$ cat config.mk
export PLATFORM = sky130hd
export DESIGN_NAME = sha256_hasher
export DESIGN_NICKNAME = d
export VERILOG_FILES = /design/src/hdl/sha256_pkg.sv /design/src/hdl/sha256_hasher.sv /design/src/hdl/sha256_front.sv /design/src/hdl/sha256_queue.sv /design/src/hdl/sha256_back.sv
export SDC_FILE = /design/constraint.sdc
export NUM_CORES = 2
export LEC_CHECK = 0
export BUFFER_PORTS_ARGS = -buffer_cell sky130_fd_sc_hd__buf_4
export CAP_MARGIN = 10
export CORE_MARGIN = 5
export CORE_UTILIZATION = 60
export CTS_BUF_LIST = sky130_fd_sc_hd__clkbuf_8
export DETAILED_ROUTE_END_ITERATION = 10
export GPL_TIMING_DRIVEN = 0
export PLACE_DENSITY_LB_ADDON = 0.2
export SYNTH_ARGS = -nofsm -noshare
export SYNTH_HDL_FRONTEND = slang
export SYNTH_HIERARCHICAL = 1
export SYNTH_SLANG_ARGS = --single-unit
$ cat constraint.sdc
create_clock -name i_clk -period 13.3 [get_ports i_clk]
set_input_delay 3.325 -clock i_clk [delete_from_list [all_inputs] [get_ports i_clk]]
set_output_delay 3.325 -clock i_clk [all_outputs]
set_load 0.01 [all_outputs]
$ cat src/hdl/sha256_pkg.sv
// Shared types, constants and round functions of the SHA-256 hasher.
package sha256_pkg;

    typedef logic [31:0] t_word;

    // One queued message item after classification
    typedef struct packed {
        t_word      word;
        logic [2:0] cnt;
        logic       last;
    } t_item;

    localparam logic [2:0] MAX_COUNT  = 3'd4;
    localparam t_word      PAD_WORD   = 32'h8000_0000;
    localparam logic [5:0] PAD_LIMIT  = 6'd56;
    localparam int         LEN_HI_IDX = 14;
    localparam int         LEN_LO_IDX = 15;

    localparam t_word INIT_HASH [8] = '{
        32'h6a09e667, 32'hbb67ae85, 32'h3c6ef372, 32'ha54ff53a,
        32'h510e527f, 32'h9b05688c, 32'h1f83d9ab, 32'h5be0cd19
    };

    localparam t_word ROUND_K [64] = '{
        32'h428a2f98, 32'h71374491, 32'hb5c0fbcf, 32'he9b5dba5,
        32'h3956c25b, 32'h59f111f1, 32'h923f82a4, 32'hab1c5ed5,
        32'hd807aa98, 32'h12835b01, 32'h243185be, 32'h550c7dc3,
        32'h72be5d74, 32'h80deb1fe, 32'h9bdc06a7, 32'hc19bf174,
        32'he49b69c1, 32'hefbe4786, 32'h0fc19dc6, 32'h240ca1cc,
        32'h2de92c6f, 32'h4a7484aa, 32'h5cb0a9dc, 32'h76f988da,
        32'h983e5152, 32'ha831c66d, 32'hb00327c8, 32'hbf597fc7,
        32'hc6e00bf3, 32'hd5a79147, 32'h06ca6351, 32'h14292967,
        32'h27b70a85, 32'h2e1b2138, 32'h4d2c6dfc, 32'h53380d13,
        32'h650a7354, 32'h766a0abb, 32'h81c2c92e, 32'h92722c85,
        32'ha2bfe8a1, 32'ha81a664b, 32'hc24b8b70, 32'hc76c51a3,
        32'hd192e819, 32'hd6990624, 32'hf40e3585, 32'h106aa070,
        32'h19a4c116, 32'h1e376c08, 32'h2748774c, 32'h34b0bcb5,
        32'h391c0cb3, 32'h4ed8aa4a, 32'h5b9cca4f, 32'h682e6ff3,
        32'h748f82ee, 32'h78a5636f, 32'h84c87814, 32'h8cc70208,
        32'h90befffa, 32'ha4506ceb, 32'hbef9a3f7, 32'hc67178f2
    };

    // Compression sigma: rotate by 2, 13, 22
    function automatic t_word big_sigma0(input t_word x);
        return {x[1:0], x[31:2]} ^ {x[12:0], x[31:13]} ^ {x[21:0], x[31:22]};
    endfunction

    // Compression sigma: rotate by 6, 11, 25
    function automatic t_word big_sigma1(input t_word x);
        return {x[5:0], x[31:6]} ^ {x[10:0], x[31:11]} ^ {x[24:0], x[31:25]};
    endfunction

    // Schedule sigma: rotate by 7, 18, shift by 3
    function automatic t_word small_sigma0(input t_word x);
        return {x[6:0], x[31:7]} ^ {x[17:0], x[31:18]} ^ (x >> 3);
    endfunction

    // Schedule sigma: rotate by 17, 19, shift by 10
    function automatic t_word small_sigma1(input t_word x);
        return {x[16:0], x[31:17]} ^ {x[18:0], x[31:19]} ^ (x >> 10);
    endfunction

endpackage

$ cat src/hdl/sha256_hasher.sv
// Top level of the streaming SHA-256 hasher.
//
//  channel  direction  handshake          payload
//  message  in         i_valid / o_stall  i_message_word, i_byte_count, i_last_word
//  digest   out        o_valid / i_stall  o_digest_word, o_word_index, o_digest_end
//
// A message item is packed into the 64-byte block in one load step; a part that
// spills over the block end is held and packed after the compression. Each full
// block then takes 64 rounds at one per cycle and one chaining add.
// The last item adds a pad step, a length step, one or two blocks and the eight
// digest words. Reset is synchronous; the hash starts at the initial values
// with no clearing pass. A queue of QUEUE_DEPTH items takes input during
// rounds; an output stall holds the digest register, and the engine while it
// emits digest words.
module sha256_hasher import sha256_pkg::*; #(
    parameter int unsigned QUEUE_DEPTH = 4
) (
    input  logic        i_clk,
    input  logic        i_rst_n,
    input  logic        i_valid,
    output logic        o_stall,
    input  logic [31:0] i_message_word,
    input  logic [2:0]  i_byte_count,
    input  logic        i_last_word,
    output logic        o_valid,
    input  logic        i_stall,
    output logic [31:0] o_digest_word,
    output logic [2:0]  o_word_index,
    output logic        o_digest_end
);

    logic  w_push;
    t_item w_push_item;
    logic  w_q_full;
    logic  w_q_empty;
    logic  w_pop;
    t_item w_head;

    sha256_front u_front (
        .i_valid        (i_valid),
        .o_stall        (o_stall),
        .i_message_word (i_message_word),
        .i_byte_count   (i_byte_count),
        .i_last_word    (i_last_word),
        .i_q_full       (w_q_full),
        .o_push         (w_push),
        .o_item         (w_push_item)
    );

    sha256_queue #(
        .DEPTH (QUEUE_DEPTH)
    ) u_queue (
        .i_clk   (i_clk),
        .i_rst_n (i_rst_n),
        .i_push  (w_push),
        .i_item  (w_push_item),
        .o_full  (w_q_full),
        .i_pop   (w_pop),
        .o_empty (w_q_empty),
        .o_item  (w_head)
    );

    sha256_back u_back (
        .i_clk         (i_clk),
        .i_rst_n       (i_rst_n),
        .i_q_empty     (w_q_empty),
        .i_q_item      (w_head),
        .o_q_pop       (w_pop),
        .i_stall       (i_stall),
        .o_valid       (o_valid),
        .o_digest_word (o_digest_word),
        .o_word_index  (o_word_index),
        .o_digest_end  (o_digest_end)
    );

`ifndef NO_ASSERTIONS
    // Digest words follow each other without a gap, in index order
    a_word_order: assert property (@(posedge i_clk) disable iff (!i_rst_n)
        (o_valid && !i_stall && !o_digest_end) |=>
            (o_valid && (o_word_index == $past(o_word_index) + 3'd1)))
        else $error("digest word out of order");

    // A word right after the eighth one opens a new digest
    a_end_gap: assert property (@(posedge i_clk) disable iff (!i_rst_n)
        (o_valid && !i_stall && o_digest_end) |=> (!o_valid || (o_word_index == 3'd0)))
        else $error("digest word after end");

    // The end flag marks exactly the eighth word
    a_end_index: assert property (@(posedge i_clk) disable iff (!i_rst_n)
        o_valid |-> (o_digest_end == (o_word_index == 3'd7)))
        else $error("end flag mismatch");

    // Reset empties the output register
    a_reset_out: assert property (@(posedge i_clk)
        !i_rst_n |=> !o_valid)
        else $error("output valid after reset");
`endif

endmodule

$ cat src/hdl/sha256_front.sv
// Input front end: accepts items, clamps the byte count and drops empty items that do not close the message.
module sha256_front import sha256_pkg::*; (
    input  logic        i_valid,
    output logic        o_stall,
    input  logic [31:0] i_message_word,
    input  logic [2:0]  i_byte_count,
    input  logic        i_last_word,
    input  logic        i_q_full,
    output logic        o_push,
    output t_item       o_item
);

    logic       w_accept;
    logic [2:0] w_cnt;

    // Hold off the source while the queue is full
    assign o_stall  = i_q_full;
    assign w_accept = i_valid && !i_q_full;

    // Clamp counts above four
    assign w_cnt = (i_byte_count > MAX_COUNT) ? MAX_COUNT : i_byte_count;

    // Drop an empty item that does not close the message
    assign o_push      = w_accept && ((w_cnt != 3'd0) || i_last_word);
    assign o_item.word = i_message_word;
    assign o_item.cnt  = w_cnt;
    assign o_item.last = i_last_word;

endmodule

$ cat src/hdl/sha256_queue.sv
// Small item queue between the front end and the compression engine.
module sha256_queue import sha256_pkg::*; #(
    parameter int unsigned DEPTH = 4
) (
    input  logic  i_clk,
    input  logic  i_rst_n,
    input  logic  i_push,
    input  t_item i_item,
    output logic  o_full,
    input  logic  i_pop,
    output logic  o_empty,
    output t_item o_item
);

    localparam int unsigned PTR_W = $clog2(DEPTH);
    localparam int unsigned CNT_W = $clog2(DEPTH + 1);
    localparam logic [PTR_W-1:0] LAST_PTR = PTR_W'(DEPTH - 1);

    t_item            r_mem [DEPTH];
    logic [PTR_W-1:0] r_rd;
    logic [PTR_W-1:0] r_wr;
    logic [CNT_W-1:0] r_cnt;

    assign o_full  = (r_cnt == CNT_W'(DEPTH));
    assign o_empty = (r_cnt == '0);
    assign o_item  = r_mem[r_rd];

    // Advance pointers and the fill count
    always_ff @(posedge i_clk) begin
        if (!i_rst_n) begin
            r_rd  <= '0;
            r_wr  <= '0;
            r_cnt <= '0;
        end else begin
            if (i_push) begin
                r_wr <= (r_wr == LAST_PTR) ? '0 : r_wr + PTR_W'(1);
            end
            if (i_pop) begin
                r_rd <= (r_rd == LAST_PTR) ? '0 : r_rd + PTR_W'(1);
            end
            r_cnt <= r_cnt + CNT_W'(i_push) - CNT_W'(i_pop);
        end
    end

    // Store the pushed item
    always_ff @(posedge i_clk) begin
        if (i_push) begin
            r_mem[r_wr] <= i_item;
        end
    end

endmodule

$ cat src/hdl/sha256_back.sv
// Compression engine: block packing, padding, 64 rounds and digest output.
module sha256_back import sha256_pkg::*; (
    input  logic        i_clk,
    input  logic        i_rst_n,
    input  logic        i_q_empty,
    input  t_item       i_q_item,
    output logic        o_q_pop,
    input  logic        i_stall,
    output logic        o_valid,
    output logic [31:0] o_digest_word,
    output logic [2:0]  o_word_index,
    output logic        o_digest_end
);

    typedef enum logic [3:0] {
        ST_LOAD  = 4'b0001,
        ST_ROUND = 4'b0010,
        ST_ADD   = 4'b0100,
        ST_OUT   = 4'b1000
    } t_state;

    t_state      r_state, n_state;
    t_word       r_h [8], n_h [8];
    t_word       r_v [8], n_v [8];
    t_word       r_w [16], n_w [16];
    logic [5:0]  r_round, n_round;
    logic [5:0]  r_fill, n_fill;
    logic [60:0] r_len, n_len;
    t_item       r_pend, n_pend;
    logic        r_pend_act, n_pend_act;
    logic        r_pad_done, n_pad_done;
    logic        r_final, n_final;
    logic [2:0]  r_widx, n_widx;
    logic        r_ovalid, n_ovalid;
    t_word       r_oword, n_oword;
    logic [2:0]  r_oidx, n_oidx;
    logic        r_oend, n_oend;

    t_item       w_cur;
    logic        w_load;
    logic        w_pad_done;
    logic [6:0]  w_space;
    logic [2:0]  w_take;
    logic        w_is_data;
    logic        w_is_pad;
    t_word       w_place_word;
    logic [2:0]  w_place_n;
    logic [6:0]  w_fill_sum;
    logic        w_start;
    logic        w_len_write;
    logic [63:0] w_bits;
    logic        w_out_free;
    t_word       w_t1, w_t2, w_ch, w_maj, w_sched;

    // Select the item being packed: a held remainder first, else the queue head
    assign w_cur      = r_pend_act ? r_pend : i_q_item;
    assign w_load     = (r_state == ST_LOAD) && (r_pend_act || !i_q_empty);
    assign o_q_pop    = (r_state == ST_LOAD) && !r_pend_act && !i_q_empty;
    assign w_pad_done = r_pend_act && r_pad_done;

    // Bytes that fit into the current block
    assign w_space   = 7'd64 - {1'b0, r_fill};
    assign w_take    = ({4'b0, w_cur.cnt} > w_space) ? w_space[2:0] : w_cur.cnt;
    assign w_is_data = (w_cur.cnt != 3'd0);
    assign w_is_pad  = !w_is_data && !w_pad_done;

    assign w_place_word = w_is_data ? w_cur.word : PAD_WORD;
    assign w_place_n    = w_is_data ? w_take : (w_is_pad ? 3'd1 : 3'd0);
    assign w_fill_sum   = {1'b0, r_fill} + {4'b0, w_place_n};

    // Start a compression on a full block, a spill block or the length block
    assign w_start     = w_load && ((w_fill_sum == 7'd64) || (!w_is_data && w_pad_done));
    assign w_len_write = w_load && !w_is_data && w_pad_done && (r_fill <= PAD_LIMIT);
    assign w_bits      = {r_len, 3'b000};

    assign w_out_free = !r_ovalid || !i_stall;

    // Round datapath and message schedule
    assign w_ch    = (r_v[4] & r_v[5]) ^ (~r_v[4] & r_v[6]);
    assign w_maj   = (r_v[0] & r_v[1]) ^ (r_v[0] & r_v[2]) ^ (r_v[1] & r_v[2]);
    assign w_t1    = r_v[7] + big_sigma1(r_v[4]) + w_ch + ROUND_K[r_round] + r_w[0];
    assign w_t2    = big_sigma0(r_v[0]) + w_maj;
    assign w_sched = small_sigma1(r_w[14]) + r_w[9] + small_sigma0(r_w[1]) + r_w[0];

    // Sequence packing, rounds, chaining and digest output
    always_comb begin
        logic [6:0] rel;
        rel        = '0;
        n_state    = r_state;
        n_h        = r_h;
        n_v        = r_v;
        n_w        = r_w;
        n_round    = r_round;
        n_fill     = r_fill;
        n_len      = r_len;
        n_pend     = r_pend;
        n_pend_act = r_pend_act;
        n_pad_done = r_pad_done;
        n_final    = r_final;
        n_widx     = r_widx;
        n_ovalid   = r_ovalid && i_stall;
        n_oword    = r_oword;
        n_oidx     = r_oidx;
        n_oend     = r_oend;

        unique case (r_state)
            ST_LOAD: begin
                if (w_load) begin
                    // Place message or pad bytes at the fill position
                    for (int b = 0; b < 64; b++) begin
                        rel = 7'(b) - {1'b0, r_fill};
                        if (rel < {4'b0, w_place_n}) begin
                            n_w[b >> 2][8 * (3 - (b & 3)) +: 8] =
                                w_place_word[8 * (3 - int'(rel[1:0])) +: 8];
                        end
                    end
                    if (w_is_data) begin
                        n_len       = r_len + {58'b0, w_take};
                        n_pend.word = w_cur.word << {w_take, 3'b000};
                        n_pend.cnt  = w_cur.cnt - w_take;
                        n_pend.last = w_cur.last;
                        n_pend_act  = (w_cur.cnt != w_take) || w_cur.last;
                        n_pad_done  = 1'b0;
                    end else begin
                        n_pend     = w_cur;
                        n_pend_act = 1'b1;
                        n_pad_done = 1'b1;
                    end
                    // Append the bit length in the last two words
                    if (w_len_write) begin
                        n_w[LEN_HI_IDX] = w_bits[63:32];
                        n_w[LEN_LO_IDX] = w_bits[31:0];
                        n_final         = 1'b1;
                    end
                    if (w_start) begin
                        n_v     = r_h;
                        n_round = '0;
                        n_state = ST_ROUND;
                    end else begin
                        n_fill = w_fill_sum[5:0];
                    end
                end
            end
            ST_ROUND: begin
                n_v[0] = w_t1 + w_t2;
                n_v[1] = r_v[0];
                n_v[2] = r_v[1];
                n_v[3] = r_v[2];
                n_v[4] = r_v[3] + w_t1;
                n_v[5] = r_v[4];
                n_v[6] = r_v[5];
                n_v[7] = r_v[6];
                for (int i = 0; i < 15; i++) begin
                    n_w[i] = r_w[i + 1];
                end
                n_w[15] = w_sched;
                n_round = r_round + 6'd1;
                if (r_round == 6'd63) begin
                    n_state = ST_ADD;
                end
            end
            ST_ADD: begin
                // Chain the block result and clear the block buffer
                for (int i = 0; i < 8; i++) begin
                    n_h[i] = r_h[i] + r_v[i];
                end
                n_w    = '{default: '0};
                n_fill = '0;
                if (r_final) begin
                    n_state    = ST_OUT;
                    n_widx     = '0;
                    n_final    = 1'b0;
                    n_pend_act = 1'b0;
                    n_pad_done = 1'b0;
                    n_len      = '0;
                end else begin
                    n_state = ST_LOAD;
                end
            end
            ST_OUT: begin
                if (w_out_free) begin
                    n_ovalid = 1'b1;
                    n_oword  = r_h[r_widx];
                    n_oidx   = r_widx;
                    n_oend   = (r_widx == 3'd7);
                    n_widx   = r_widx + 3'd1;
                    if (r_widx == 3'd7) begin
                        n_h     = INIT_HASH;
                        n_state = ST_LOAD;
                    end
                end
            end
            default: begin
                n_state = ST_LOAD;
            end
        endcase
    end

    // Update control state
    always_ff @(posedge i_clk) begin
        if (!i_rst_n) begin
            r_state    <= ST_LOAD;
            r_h        <= INIT_HASH;
            r_w        <= '{default: '0};
            r_round    <= '0;
            r_fill     <= '0;
            r_len      <= '0;
            r_pend_act <= 1'b0;
            r_pad_done <= 1'b0;
            r_final    <= 1'b0;
            r_widx     <= '0;
            r_ovalid   <= 1'b0;
        end else begin
            r_state    <= n_state;
            r_h        <= n_h;
            r_w        <= n_w;
            r_round    <= n_round;
            r_fill     <= n_fill;
            r_len      <= n_len;
            r_pend_act <= n_pend_act;
            r_pad_done <= n_pad_done;
            r_final    <= n_final;
            r_widx     <= n_widx;
            r_ovalid   <= n_ovalid;
        end
    end

    // Update payload registers
    always_ff @(posedge i_clk) begin
        r_v     <= n_v;
        r_pend  <= n_pend;
        r_oword <= n_oword;
        r_oidx  <= n_oidx;
        r_oend  <= n_oend;
    end

    assign o_valid       = r_ovalid;
    assign o_digest_word = r_oword;
    assign o_word_index  = r_oidx;
    assign o_digest_end  = r_oend;

endmodule
# --- Yosys cells after proc, flatten, opt, wreduce, memory -nomap -nowiden ---
# Memories as Yosys holds them, arrays and structs flattened. A register that Yosys moved wholly into a read port is not among the register bits.
# Index checks and enable logic that the tools add are counted.
op_classes:
  addsub: 156
  magnitude_cmp: 69
  eq_ne: 84
  shifts: 65
  mux: 123
  n_bitwise: 19
  reduce_logical: 106
ops:
  columns: ["cell", "n"]
  rows:
  - ["$shiftx 32x32->8", 64]
  - ["$pmux 512 s3", 1]
  - ["$mux 256", 4]
  - ["$pmux 256 s2", 2]
  - ["$add 32x32->32", 18]
  - ["$mux 512", 1]
  - ["$mux 8", 64]
  - ["$lt 7x3->1", 64]
  - ["$xor 32x32->32", 9]
  - ["$sub 6x6->7 const A", 32]
  - ["$reduce_and 3->1", 70]
  - ["$sub 2x2->3 const A", 64]
  - ["$mux 61", 3]
  - ["$and 32x32->32", 5]
  - ["$mux 32", 5]
  - ["$pmux 61 s2", 1]
  - ["$ne 2x2->1 const B", 57]
  - ["$sub 5x6->7 const A", 16]
  - ["$bmux 32 s3", 1]
  - ["$mux 36", 2]
  - ["$mux 64", 1]
  - ["$add 61x3->61", 1]
  - ["$sub 4x6->7 const A", 8]
  - ["$not 32->32", 1]
  - ["50 further kinds", 128]
totals:
  reg_bits: 1187
  mem_bits_rw: 144
  romBits: 2048
  in_bits: 40
  output_inout_bits: 38
  wordCells: 722
  memories: 2
memory_table:
  columns: ["name", "depth", "word_bits", "read_ports", "rd_clocked_by_memory_dff", "wr", "line", "rtl"]
  rows:
  - ["(name not given)", 64, 32, 1, 0, 0, "sha256_back.sv:81", "assign w_t1 = r_v[7] + big_sigma1(r_v[4]) + w_ch + ROUND_K[r_round] + r_w[0];"]
  - ["u_queue.r_mem", 4, 36, 1, 1, 1, "sha256_queue.sv:19", "t_item r_mem [DEPTH];"]

# --- Depth between registers and ports, before layout ---
logic_depth:
  word_depth: 13
  depth_mapped: 37
  depth_no_buf: 35

# --- Hierarchy ---
# Netlist, hierarchy kept.
by_module_without_submodules:
  columns: ["mod", "n_inst", "cells_each", "area_each_um2", "seq_area_each_um2"]
  rows:
  - ["sha256_back", 1, 9520, 79701.4, 26905.8]
  - ["sha256_queue", 1, 232, 5706.7, 4504.3]
  - ["sha256_front", 1, 39, 285.3, 0.0]

# --- Least setup slack after synthesis ---
# No wires, ideal clock.
synth_path:
  kind: "register to register"
  from: "reg u_back.r_fill[1]"
  to: "reg u_back.r_round[5]"
  setup_time_ps: 116
  t_arrival_ps: 12259
  required_ps: 13184
  slack_ps: 924
  path_stages_with_launch: 27
  path_buffers: 6
  synth_period_minus_slack_ps: 12376
  cell_sequence: "dfxtp_1 -> inv_1 -> clkbuf_1 -> clkbuf_1 -> ha_1 -> clkbuf_1 -> inv_1 -> clkbuf_1 -> ha_1 -> a311oi_1 -> and3_1 -> clkbuf_1 -> mux2i_1 -> clkbuf_1 -> o21ai_0 -> ha_1 -> a21o_1 -> a21oi_1 -> mux2i_1 -> a21oi_1 -> o41ai_1 -> nand2_1 -> nand2_1 -> and3_1 -> nand3_1 -> xor2_1 -> nor2_1"
synth_between:
  elab_chain_cells: 10
synth_lines:
  columns: ["element", "line", "rtl"]
  rows:
  - ["start, declared", "sha256_back.sv:27", "logic [5:0] r_fill, n_fill;"]
  - ["start signal, assigned", "sha256_back.sv:218", "r_fill <= n_fill;"]
  - ["$sub 7x6->7", "sha256_back.sv:62", "assign w_space = 7'd64 - {1'b0, r_fill};"]
  - ["$gt 3x7->1", "sha256_back.sv:63", "assign w_take = ({4'b0, w_cur.cnt} > w_space) ? w_space[2:0] : w_cur.cnt;"]
  - ["$mux 3", "sha256_back.sv:63", null]
  - ["$mux 3", "sha256_back.sv:68", "assign w_place_n = w_is_data ? w_take : (w_is_pad ? 3'd1 : 3'd0);"]
  - ["$add 6x3->7 (*)", "sha256_back.sv:69", "assign w_fill_sum = {1'b0, r_fill} + {4'b0, w_place_n};"]
  - ["$eq 7x7->1 (*)", "sha256_back.sv:72", "assign w_start = w_load && ((w_fill_sum == 7'd64) || (!w_is_data && w_pad_done));"]
  - ["$logic_or 1x1->1 (*)", "sha256_back.sv:72", null]
  - ["$logic_and 1x1->1 (*)", "sha256_back.sv:72", null]
  - ["$ne 2x1->1 (no line) (*)", null, null]
  - ["$reduce_and 3->1 (no line) (*)", null, null]
  - ["end signal, assigned", "sha256_back.sv:217", "r_round <= n_round;"]
  - ["end, declared", "sha256_back.sv:26", "logic [5:0] r_round, n_round;"]
# Mark *: on every way between the ends. The rest lies on a longest branch, timed or not.
# A chain may end at the register's enable or synchronous reset.

==> qor.yml <==
status: "finished with violations"
failed_checks: "max-capacitance violations"
reg2regPathDepth: 34
r2r-start: "u_back/r_round[0]$_SDFFE_PN0P_"
dieHeight_um: 388
end_kind: "register"
clkTransAtPathRegs_ns: 0.07
htree_levels: 4
vias_per_cell: 6.83
synth_area_um2: 85700
grt_overflow: 0
startpoint_type: "register"
dp_hpwl_mm: 288
slowest_stage: "nor3_1"
ctsResizeCount: 0
worst_slew_margin_rel_pct: 0.547
antenna_found_initial: 18
synth_area_leaders: "dfxtp_1 20%, edfxtp_1 17%, ha_1 6.6%"
yosys_register_bits: 1333
postCtsSetupBuffers: 0
drv_slew: 0
max-vdd-ir-drop_mv: 0.248
grt_setup_unrepaired: "false"
place_inst: 11800
yosys_warnings: 6
netlist_instances: 9791
wl_per_cell_um: 30.7
cts_hold_buf: 0
io_buffers: 45
whs_path_depth: 0
start_util_pct: 60.5
async_flop_share_pct: 0
path_class: "reg -> reg"
drive_above_1_share_pct: 6.67
hold_class: "reg -> reg"
fin_cells: 12200
setup_violations: 0
ys_seq_area_share_pct: 36.7
dp_slack_ns: 1.88
fin_nets: 10800
synth_edf_count: 472
fin_ws_ns: 1.18
final.setup_skew_ns: 0.105
cp_common_cell: "o21ai_0"
drt_iter0_drc: 12400
cp_data_arrival_time_ns: 12.84
yosysMostFrequentCell: "nand2_1"
cts_tree: "done"
min_period_ns: 12.12
via_count: 83300
worst-endpoint-required_ns: 14.02
grt_first_pass_wirelength_mm: 534
grt_pass1_vias: 79000
ys_types: 100
hold_viol: 0
die_x_um: 388
grt.total_usage_pct: 47.9
dr.pass1.iters: 9
synthFlopType: "dfxtp_1"
drc: 0
cp_max_fo: 13
synth_top_area_share_pct: 20.1
drtAntennaViolNets: 0
cts_root_buf: "clkbuf_8"
synth_nets: 10500
r2r-end: "u_back/r_v[255]$_DFFE_PP_"
num_io_pins: 78
p_per_area_nw_per_um2: 252
synthToLayoutAreaGrowth_pct: 9.31
worstHoldEndpoint: "u_back/o_word_index[2]$_DFFE_PP_"
wl_mm: 375
max_stage_delay_ns: 0.96
synthTopCellsByCount: "1144 x nand2_1, 1097 x a21oi_1, 1005 x nor2_1, 861 x dfxtp_1, 575 x clkbuf_1"
cts_buffers: 220
clockBufferDepth: 3
cts_sinks: 1333
drv_cap: 1
r2r_slack_ns: 1.18
yosys.area.top_type: "dfxtp_1"
worst_slew_pin_slew_ns: 1.49
fin_crit_sh_pct: 91.2
clock.fmax_ghz: 0.0825
grt_max_degree: 65
dieArea_um2: 150000
insertion_delay_ns: 1.03
utilization_pct: 66.1
avgSynthCellArea_um2: 8.75
row_count: 138
gp_congestion: 1.11
p_leak_nw: 35.7
worstHoldStart: "u_back/r_widx[2]$_SDFFE_PN0P_"
core-area_um2: 142000
## layout make-up
class | instances | area, um2
multi-input cells | 7334 | 49900
fillers | 11700 | 48100
flip-flops and latches | 1333 | 31400
clock buffers | 250 | 3440
plain buffers | 695 | 2840
well taps | 1890 | 2360
inverters | 429 | 1610
clock inverters | 159 | 1040
repair buffers | 88 | 1010
diodes | 16 | 40.0
## layout by cell type, fill, tap and decap left out, types with 53 or more instances in the layout
cell / Yosys / layout
a211oi_1: 462 / 462
a21o_1: 190 / 190
a21oi_1: 1097 / 1091
a221oi_1: 58 / 58
a22oi_1: 73 / 73
a31oi_1: 74 / 74
and3_1: 54 / 54
buf_1: 66 / 65
buf_4: 34 / 88
clkbuf_1: 575 / 566
clkbuf_8: 0 / 250
dfxtp_1: 861 / 861
edfxtp_1: 472 / 472
fa_1: 199 / 199
ha_1: 449 / 449
inv_1: 424 / 516
mux2_2: 56 / 56
mux2i_1: 86 / 86
mux4_2: 101 / 101
nand2_1: 1144 / 1143
nand2b_1: 57 / 57
nand3_1: 139 / 139
nor2_1: 1005 / 998
nor2b_1: 69 / 69
nor3_1: 129 / 129
o21a_1: 53 / 53
o21ai_0: 470 / 470
o21bai_1: 62 / 62
o22ai_1: 121 / 121
xnor2_1: 446 / 446
xor2_1: 182 / 182
## worst max path at each step
stage | from | endpoint | depth (start not counted)
4_1_cts | u_back/r_round[0]$_SDFFE_PN0P_ | u_back/r_v[255]$_DFFE_PP_ | 34
3_3_place_gp | u_back/r_fill[1]$_SDFFE_PN0P_ | u_back/r_round[5]$_SDFFE_PN0P_ | 26
6_report | u_back/r_round[0]$_SDFFE_PN0P_ | u_back/r_v[255]$_DFFE_PP_ | 34
3_5_place_dp | u_back/r_round[0]$_SDFFE_PN0P_ | u_back/r_v[255]$_DFFE_PP_ | 34
2_1_floorplan | u_back/r_fill[1]$_SDFFE_PN0P_ | u_back/r_round[5]$_SDFFE_PN0P_ | 26
5_1_grt | u_back/r_round[0]$_SDFFE_PN0P_ | u_back/r_v[255]$_DFFE_PP_ | 34
## stage by stage
stage	hold WS, ns	TNS, ns	power (W)	area (um2)
after CTS	0.486	0	0.0227	93500
after global placement	0.451	-982.74	0.0187	88400
after floorplan	0.435	0	0.0141	85700
after global routing	0.500	0	0.0245	93600
final	0.487	0	0.0236	93700
after detailed placement	0.458	0	0.0190	89000
## cells by family (layout without fill, tap and decap cells)
group,after synthesis,in the layout,synth area share (%)
adder cells (fa/ha/maj),678,678,11.6
AND/OR/NAND/NOR,2831,2831,14.2
multiplexers,250,250,4.60
buffers and inverters,1124,1621,5.18
flip-flops,1333,1333,36.7
AO/OA/AOI/OAI,2946,2946,21.3
other,0,16,0
XOR/XNOR,629,629,6.45
## state kept, by name, summed over array words and instances (netlist names), 6 cells and up, named ones only
signal / flops
u_back/r_len: 61
u_queue/r_mem: 144
u_back/o_digest_word: 32
u_back/r_round: 6
u_back/r_pend: 36
u_back/r_fill: 6
u_back/r_v: 256
u_back/r_w: 512
u_back/r_h: 256
## power breakdown
part	internal [W]	switching [W]
Sequential	0.00473	0.000380
Clock	0.00183	0.00187
Combinational	0.00481	0.00999
## critical path: cells and delay by family (launching register included)
| kind | cells | cell delay, ns |
|---|---|---|
| compound gates | 15 | 4.27 |
| fa+ha+maj | 5 | 2.24 |
| simple gates | 7 | 2.22 |
| buf+inv | 5 | 1.97 |
| xor+xnor | 2 | 0.75 |
| flops | 1 | 0.42 |
## per-layer routing
metal	vias up	global-route usage, %	wire (um)
li1	35600	-	-
met1	39100	55.7	125000
met2	6600	70.8	156000
met3	1913	15.9	51300
met4	16	41.3	42300
met5	-	0	111
No activity file was read; power rests on OpenSTA's default activity.
